`src/hdl/cll_ram.sv`:
```
module cll_ram #(
   parameter int WIDTH = 8,
   parameter int DEPTH = 16
) (
   input  logic                     clock,
   input  logic                     wr_en,
   input  logic [$clog2(DEPTH)-1:0] wr_addr,
   input  logic [WIDTH-1:0]         wr_data,
   input  logic [$clog2(DEPTH)-1:0] rd_addr,
   output logic [WIDTH-1:0]         rd_data
);

   logic [WIDTH-1:0] mem_ff [DEPTH];
   logic [WIDTH-1:0] rd_data_ff;

   always_ff @(posedge clock) begin
      if (wr_en) begin
         mem_ff[wr_addr] <= wr_data;
      end
      rd_data_ff <= mem_ff[rd_addr];
   end

   assign rd_data = rd_data_ff;

endmodule

```
`config.mk`:
```
export PLATFORM = sky130hd
export DESIGN_NAME = cll_ram
export DESIGN_NICKNAME = d
export VERILOG_FILES = /design/src/hdl/cll_ram.sv
export SDC_FILE = /design/constraint.sdc
export NUM_CORES = 1
export LEC_CHECK = 0
export ABC_CLOCK_PERIOD_IN_PS = 2600
export BUFFER_PORTS_ARGS = -buffer_cell sky130_fd_sc_hd__buf_2
export CAP_MARGIN = 20
export CORE_MARGIN = 5
export CORE_UTILIZATION = 40
export DETAILED_ROUTE_END_ITERATION = 8
export PLACE_DENSITY = 0.58
export SETUP_SLACK_MARGIN = 0.2
export SLEW_MARGIN = 15
export SYNTH_ARGS = -nofsm -noshare
export SYNTH_HDL_FRONTEND = slang
export SYNTH_SLANG_ARGS = --single-unit
```
`constraint.sdc`:
```
create_clock -name clock -period 2.6 [get_ports clock]
set_input_delay 0.52 -clock clock [delete_from_list [all_inputs] [get_ports clock]]
set_output_delay 0.52 -clock clock [all_outputs]
set_load 0.1 [all_outputs]
```
==> results of run 1 <==
==> power by group <==
group	switching (µW)	total [µW]	internal, µW
sequential	16.5	2470	2450
clock	845	2440	1590
combinational	231	330	99.4
==> final cells by class <==
| cell class | count | area (µm²) | area share |
|---|---|---|---|
| flip-flops and latches | 136 | 4000 | 0.647 |
| well taps | 172 | 215 | 0.0348 |
| clock inverters | 14 | 181 | 0.0293 |
| clock buffers | 18 | 429 | 0.0694 |
| repair buffers | 45 | 300 | 0.0485 |
| multi-input cells | 83 | 1060 | 0.171 |
==> logic make-up after synthesis <==
| group | Yosys count |
|---|---|
| buffers and inverters | 10 |
| and+or+nand+nor | 35 |
| DFF | 136 |
| muxes | 32 |
| AOI/OAI and AO/OA | 16 |
==> placed cells by master (no fill, tap or decap), drive strengths merged <==
cell / netlist / routed
and2: 1 / 1
mux4: 32 / 32
or3b: 1 / 1
clkbuf: 0 / 18
nor2: 13 / 13
nand3b: 2 / 2
and2b: 1 / 1
nand2: 9 / 9
nand2b: 2 / 2
bufinv: 0 / 4
clkinv: 0 / 7
nor3: 4 / 4
nor2b: 1 / 1
nand3: 1 / 1
clkinvlp: 0 / 3
a22oi: 16 / 16
buf: 7 / 45
dfxtp: 8 / 8
edfxtp: 128 / 128
==> sequential cells by signal, indices dropped and copies added (netlist names) <==
name and cells:
rd_data 8, mem_ff 128
==> worst max path at each step <==
| stage | from | endpoint | slack (ps) | cells past startpoint |
|---|---|---|---|---|
| after floorplan | wr_addr[2] | mem_ff[0][0] | 590 | 2 |
| after global placement | rd_addr[0] | rd_data[0] | 580 | 5 |
| after detailed placement | rd_addr[0] | rd_data[0] | 580 | 5 |
| after CTS | rd_data[5] | rd_data[5] | 800 | 1 |
| after global routing | rd_data[5] | rd_data[5] | 790 | 1 |
| final | rd_data[5] | rd_data[5] | 850 | 1 |
==> per-layer routing <==
layer / vias to the layer above / wire length, µm / global-route usage
met5: - / 15 / 0
met4: 2 / 121 / 0.0478
met3: 11 / 446 / 0.0476
met2: 51 / 4890 / 0.223
met1: 1222 / 4440 / 0.193
li1: 1086 / - / -
==> per-stage QoR <==
| step | instance area (µm²) | total power (µW) | setup WS (ps) | hold slack (ps) |
|---|---|---|---|---|
| 4_1_cts | 6190 | 5280 | 803 | 494 |
| 3_5_place_dp | 5580 | 2850 | 580 | 656 |
| 6_report | 6190 | 5240 | 848 | 500 |
| 2_1_floorplan | 5150 | 2740 | 587 | 619 |
| 5_1_grt | 6190 | 5410 | 787 | 492 |
| 3_3_place_gp | 5580 | 2850 | 584 | 655 |
==> impl_metrics.csv, run 1 <==
group,metric,value,unit
outcome,run_status,"complete, no violations",
placed_design,place_congestion,0.723,
synthesis,syn_nets,247,
worst_hold_path,min_to,"mem_ff[14][2]",
layout,n_antenna_cell,0,
layout,num-fill-cells,1038,
floorplan,die-width,123,µm
global_route,grt_antenna_before_repair,1,
sta,timing.final.max_slew_violations,0,
worst_setup_path,setup_slack_of_the_worst_register_to_register_path,1250,ps
floorplan,std_cell_rows,41,
worst_setup_path,cp-end-kind,"primary output",
clock_tree,hold_buffers,0,
synthesis,main_combinational_cell_family_by_area_after_synthesis,"multiplexers",
sta,maxSlewHeadroom,0.652,
placed_design,dpl.hpwl,6.19,mm
synthesis,synth-edff-count,128,
worst_setup_path,r2r_end,"rd_data[0]",
sta,worst-slew-pin-transition,523,ps
sta,grt_setup_unrepaired,"false",
worst_setup_path,arrival_time_worst_endpoint,1230,ps
sta,tns,0,ps
detailed_routing,avg_vias_per_cell,5.07,
worst_hold_path,timing.hold.worst_path_depth,1,
synthesis,synth-compound-area-share,0.0233,
floorplan,fp.dieH,123,µm
clock_tree,cts_root_buffer,"sky130_fd_sc_hd__clkbuf_16",
layout,post_layout_nonfiller_instances,468,
layout,final_core_util,0.490,
synthesis,synth-adder-area-share,0,
worst_setup_path,worst_setup_path_category,"register to primary output",
clock_tree,cts-resized-gates,0,
global_route,gr-usage-all-layers,0.144,
floorplan,fp.coreArea,12600,µm²
pwr,static-leakage-power,0.00210,µW
sta,finalSetupViolCount,0,
worst_hold_path,class_of_the_most_critical_hold_timing_path,"input port to register",
global_route,final_global_route_overflow_total,0,
synthesis,syn_inst,229,
placed_design,dpl.cell_count,436,
worst_setup_path,worst_path_dominant_cell_family,"buffers and inverters",
worst_setup_path,timing.critical_path.slowest_cell_delay,450,ps
clock_tree,cts.reportedPaths.clkPinSlew,50,ps
pwr,power_density,846,nW/µm²
worst_hold_path,hold_path_startpoint,"wr_data[2]",
layout,nets,301,
synthesis,post_synth_most_frequent_cells,"128 x sky130_fd_sc_hd__edfxtp_1, 18 x sky130_fd_sc_hd__mux4_2, 16 x sky130_fd_sc_hd__a22oi_1",
floorplan,floorplan.initialDensity,0.408,
floorplan,die_area,15200,µm²
worst_setup_path,slowest_stage,"sky130_fd_sc_hd__buf_2",
worst_setup_path,setup.worst_path.start_class,"register",
synthesis,synth_async_sr_flop_share,0,
synthesis,count_of_different_cell_masters_after_synthesis,19,
worst_setup_path,worstRegToRegCells,3,
placed_design,number_of_buffer_cells_added_on_primary_ports,25,
clock_tree,cts-buffers-inserted,17,
synthesis,postSynthRegisterBits,136,
synthesis,yosys.cell_count.top_type,"sky130_fd_sc_hd__edfxtp_1",
clock_tree,postCtsSetupRepairBufs,0,
floorplan,ioPinCount,26,
layout,final_layout_size_suffix_gt1_frac,0.311,
synthesis,yosys.area_share.simple,0.0318,
global_route,grt_pass1_wl,15.1,mm
detailed_routing,wirelength,9.92,mm
synthesis,post_synth_instance_area,5150,µm²
global_route,number_of_global_route_vias_before_repair,2465,
sta,worst_clk_skew,7.07,ps
detailed_routing,routed-via-count,2372,
sta,min_period_over_period,0.674,
worst_setup_path,regToRegStartpoint,"mem_ff[11][0]",
detailed_routing,postRouteAntennaNets,0,
detailed_routing,route.detailed.drc,0,
detailed_routing,post_drt_wl_per_cell,21.2,µm
detailed_routing,drt_iter0_drc,147,
detailed_routing,drt_pre_antenna_iters,5,
clock_tree,clockBufferDepth,2,
synthesis,synth_top_area_share,0.747,
worst_setup_path,critical_path_required,2080,ps
worst_setup_path,critical_path.n_buffers_inverters,1,
synthesis,multiplexer_fraction_of_the_synthesized_cell_area,0.150,
clock_tree,cts.htree.levels,4,
clock_tree,cts.sink_count,136,
synthesis,cell_accounting_for_the_most_synthesized_area,"sky130_fd_sc_hd__edfxtp_1",
synthesis,post_synth.cell_area_avg,22.5,µm²
sta,hold_violations,0,
synthesis,synth_top_flop_cell,"sky130_fd_sc_hd__edfxtp_1",
clock_tree,clock_insertion_delay_worst_skew,400,ps
sta,post-route-min-period,1750,ps
clock_tree,cts_tree,"yes",
pwr,vdd_ir_drop_max,0.451,mV
worst_setup_path,cp_cell_sequence,"buf_2",
global_route,grt_max_degree,33,
synthesis,ys_top_cells_by_area,"sky130_fd_sc_hd__edfxtp_1 75%, sky130_fd_sc_hd__mux4_2 7.9%, sky130_fd_sc_hd__mux4_1 7.1%",
layout,area_delta_synth_final,20.2,%
synthesis,synth_seq_area_share,0.778,
worst_setup_path,max_fo_critical_path,1,
synthesis,ys.warnings.count,0,
synthesis,synth_xor_area_frac,0,
sta,maxClockFrequency,571,MHz
job,max-cap-violations,0,
No activity file was read; power rests on OpenSTA's default activity.
==> inputs of run 2 (changes only) <==
ABC_CLOCK_PERIOD_IN_PS = 1500   (was 2600)
PLACE_DENSITY = 0.6   (was 0.58)
clock period = 1.5 ns   (was 2.6 ns; I/O delays follow)
==> run 2 against run 1 <==
Effect of this change:
- final cell count is 1.7% higher
- clock power is 70% higher
- sequential power is 74% higher
- die area stayed put
- count of clock-buffer cells in the layout is 5 higher
- register-to-register slack worse by 1000 ps
- hold slack worse by 220 ps
- wire length is 2.7% higher
- via count is 1.5% higher
- global-route usage is 0.73 points higher
- power is 75% higher
- clock skew is 1.4 ps lower
==> impl_metrics.csv, run 2 (synthesis results as in run 1) <==
group,metric,value,unit
outcome,run_status,"complete, no violations",
floorplan,std_cell_rows,41,
clock_tree,cts_tree,"yes",
detailed_routing,drt_pre_antenna_iters,4,
sta,hold_violations,0,
detailed_routing,drt_iter0_drc,228,
worst_setup_path,critical_path.n_buffers_inverters,0,
detailed_routing,routed.top_layer,"met4",
clock_tree,cts-buffers-inserted,17,
layout,final_core_util,0.509,
worst_setup_path,worst_setup_path_category,"register to register",
floorplan,fp.coreArea,12600,µm²
global_route,grt_antenna_before_repair,0,
sta,post-route-min-period,1290,ps
sta,min_period_over_period,0.863,
floorplan,fp.dieH,123,µm
worst_hold_path,class_of_the_most_critical_hold_timing_path,"input port to register",
placed_design,dpl.cell_count,437,
floorplan,floorplan.initialDensity,0.408,
detailed_routing,m1WireLength,4.50,mm
worst_setup_path,cp_cell_sequence,"mux4_2 -> a22oi_1 -> nand2_1",
clock_tree,clock_insertion_delay_worst_skew,400,ps
layout,final_area,6430,µm²
layout,commonest_cells_after_routing_fill_and_taps_aside,"128 x sky130_fd_sc_hd__edfxtp_1, 31 x sky130_fd_sc_hd__mux4_2, 22 x sky130_fd_sc_hd__buf_4",
sta,maxClockFrequency,773,MHz
layout,post_layout_nonfiller_instances,476,
sta,worst_clk_skew,5.67,ps
worst_setup_path,slowest_stage,"sky130_fd_sc_hd__mux4_2",
layout,number_of_flip_flops_under_the_largest_register_name,128,
global_route,grt_max_degree,20,
layout,nets,310,
sta,maxSlewHeadroom,0.387,
placed_design,dpl.hpwl,6.66,mm
layout,largest-register,"mem_ff",
detailed_routing,wirelength,10.2,mm
detailed_routing,met2_wirelength,5.04,mm
detailed_routing,avg_vias_per_cell,5.06,
layout,area_delta_synth_final,24.9,%
global_route,number_of_global_route_vias_before_repair,2619,
worst_setup_path,setup.worst_path.start_class,"register",
global_route,gr-usage-all-layers,0.151,
floorplan,ioPinCount,26,
worst_setup_path,critical_path_required,1780,ps
worst_setup_path,arrival_time_worst_endpoint,1580,ps
sta,finalSetupViolCount,0,
detailed_routing,post_drt_wl_per_cell,21.4,µm
layout,layout.cells.most_common,"sky130_fd_sc_hd__edfxtp_1",
pwr,power_density,1420,nW/µm²
detailed_routing,postRouteAntennaNets,0,
sta,worst-slew-pin-transition,918,ps
global_route,final_global_route_overflow_total,0,
worst_setup_path,cp-end-kind,"register",
placed_design,number_of_buffer_cells_added_on_primary_ports,25,
detailed_routing,route.detailed.drc,0,
worst_setup_path,max_fo_critical_path,1,
worst_setup_path,timing.critical_path.slowest_cell_delay,470,ps
clock_tree,hold_buffers,0,
placed_design,detailed_place.area,5640,µm²
pwr,static-leakage-power,0.00214,µW
clock_tree,cts.reportedPaths.clkPinSlew,60,ps
worst_setup_path,worst_path_dominant_cell_family,"multiplexers",
clock_tree,cts_root_buffer,"sky130_fd_sc_hd__clkbuf_16",
pwr,vdd_ir_drop_max,0.601,mV
detailed_routing,dr_wl_met3,550,µm
sta,grt_setup_unrepaired,"true",
floorplan,die_area,15200,µm²
layout,n_antenna_cell,0,
clock_tree,clockBufferDepth,2,
floorplan,die-width,123,µm
clock_tree,cts.htree.levels,4,
global_route,grt_pass1_wl,16.0,mm
layout,final_layout_size_suffix_gt1_frac,0.428,
clock_tree,cts.sink_count,136,
sta,timing.final.max_slew_violations,0,
job,max-cap-violations,0,
placed_design,place_congestion,0.723,
detailed_routing,routed-via-count,2407,
==> run 2: layer usage <==
layer  vias up  track usage
li1       1087            -
met1      1248        0.207
met2        65        0.235
met3         7       0.0361
met4         0       0.0581
met5         -            0
==> run 2: through the flow <==
step | power (µW) | setup TNS (ps) | worst slack (ps) | hold slack [ps]
CTS | 9190 | 0 | 133 | 259
detailed placement | 4980 | -2490 | -271 | 665
global placement | 4970 | -2030 | -268 | 657
global route | 9460 | 0 | 154 | 274
finish | 9140 | 0 | 206 | 277
floorplan | 4770 | 0 | 66.9 | 399
==> run 2: where the power goes <==
group,leakage [µW],internal (µW),switching (µW)
Clock,0.000285,2730,1420
Combinational,0.000630,268,429
Sequential,0.00122,4250,37.9
==> run 2: path summary, 6_finish.rpt <==
kind	startpoint	end	slack, ps	depth (start not counted)
worst min-delay path	wr_data[6]	mem_ff[6][6]	280	1
worst max-delay path	mem_ff[3][4]	rd_data[4]	210	3
worst max register to register	mem_ff[3][4]	rd_data[4]	210	3
worst min register to register	mem_ff[0][3]	rd_data[3]	680	3
==> run 2: what timing repair did <==
item	4_1_cts	5_1_grt
endpoints found under the setup margin	12	8
gates resized for setup	27	6
pin swaps	0	0
setup buffers	0	8
==> run 2: layout make-up <==
| type | count | area [µm²] |
|---|---|---|
| Tap cell | 172 | 215 |
| Timing Repair Buffer | 54 | 514 |
| Sequential cell | 136 | 4010 |
| Clock inverter | 8 | 123 |
| Clock buffer | 23 | 478 |
| Fill cell | 1033 | 6190 |
| Multi-Input combinational cell | 83 | 1090 |
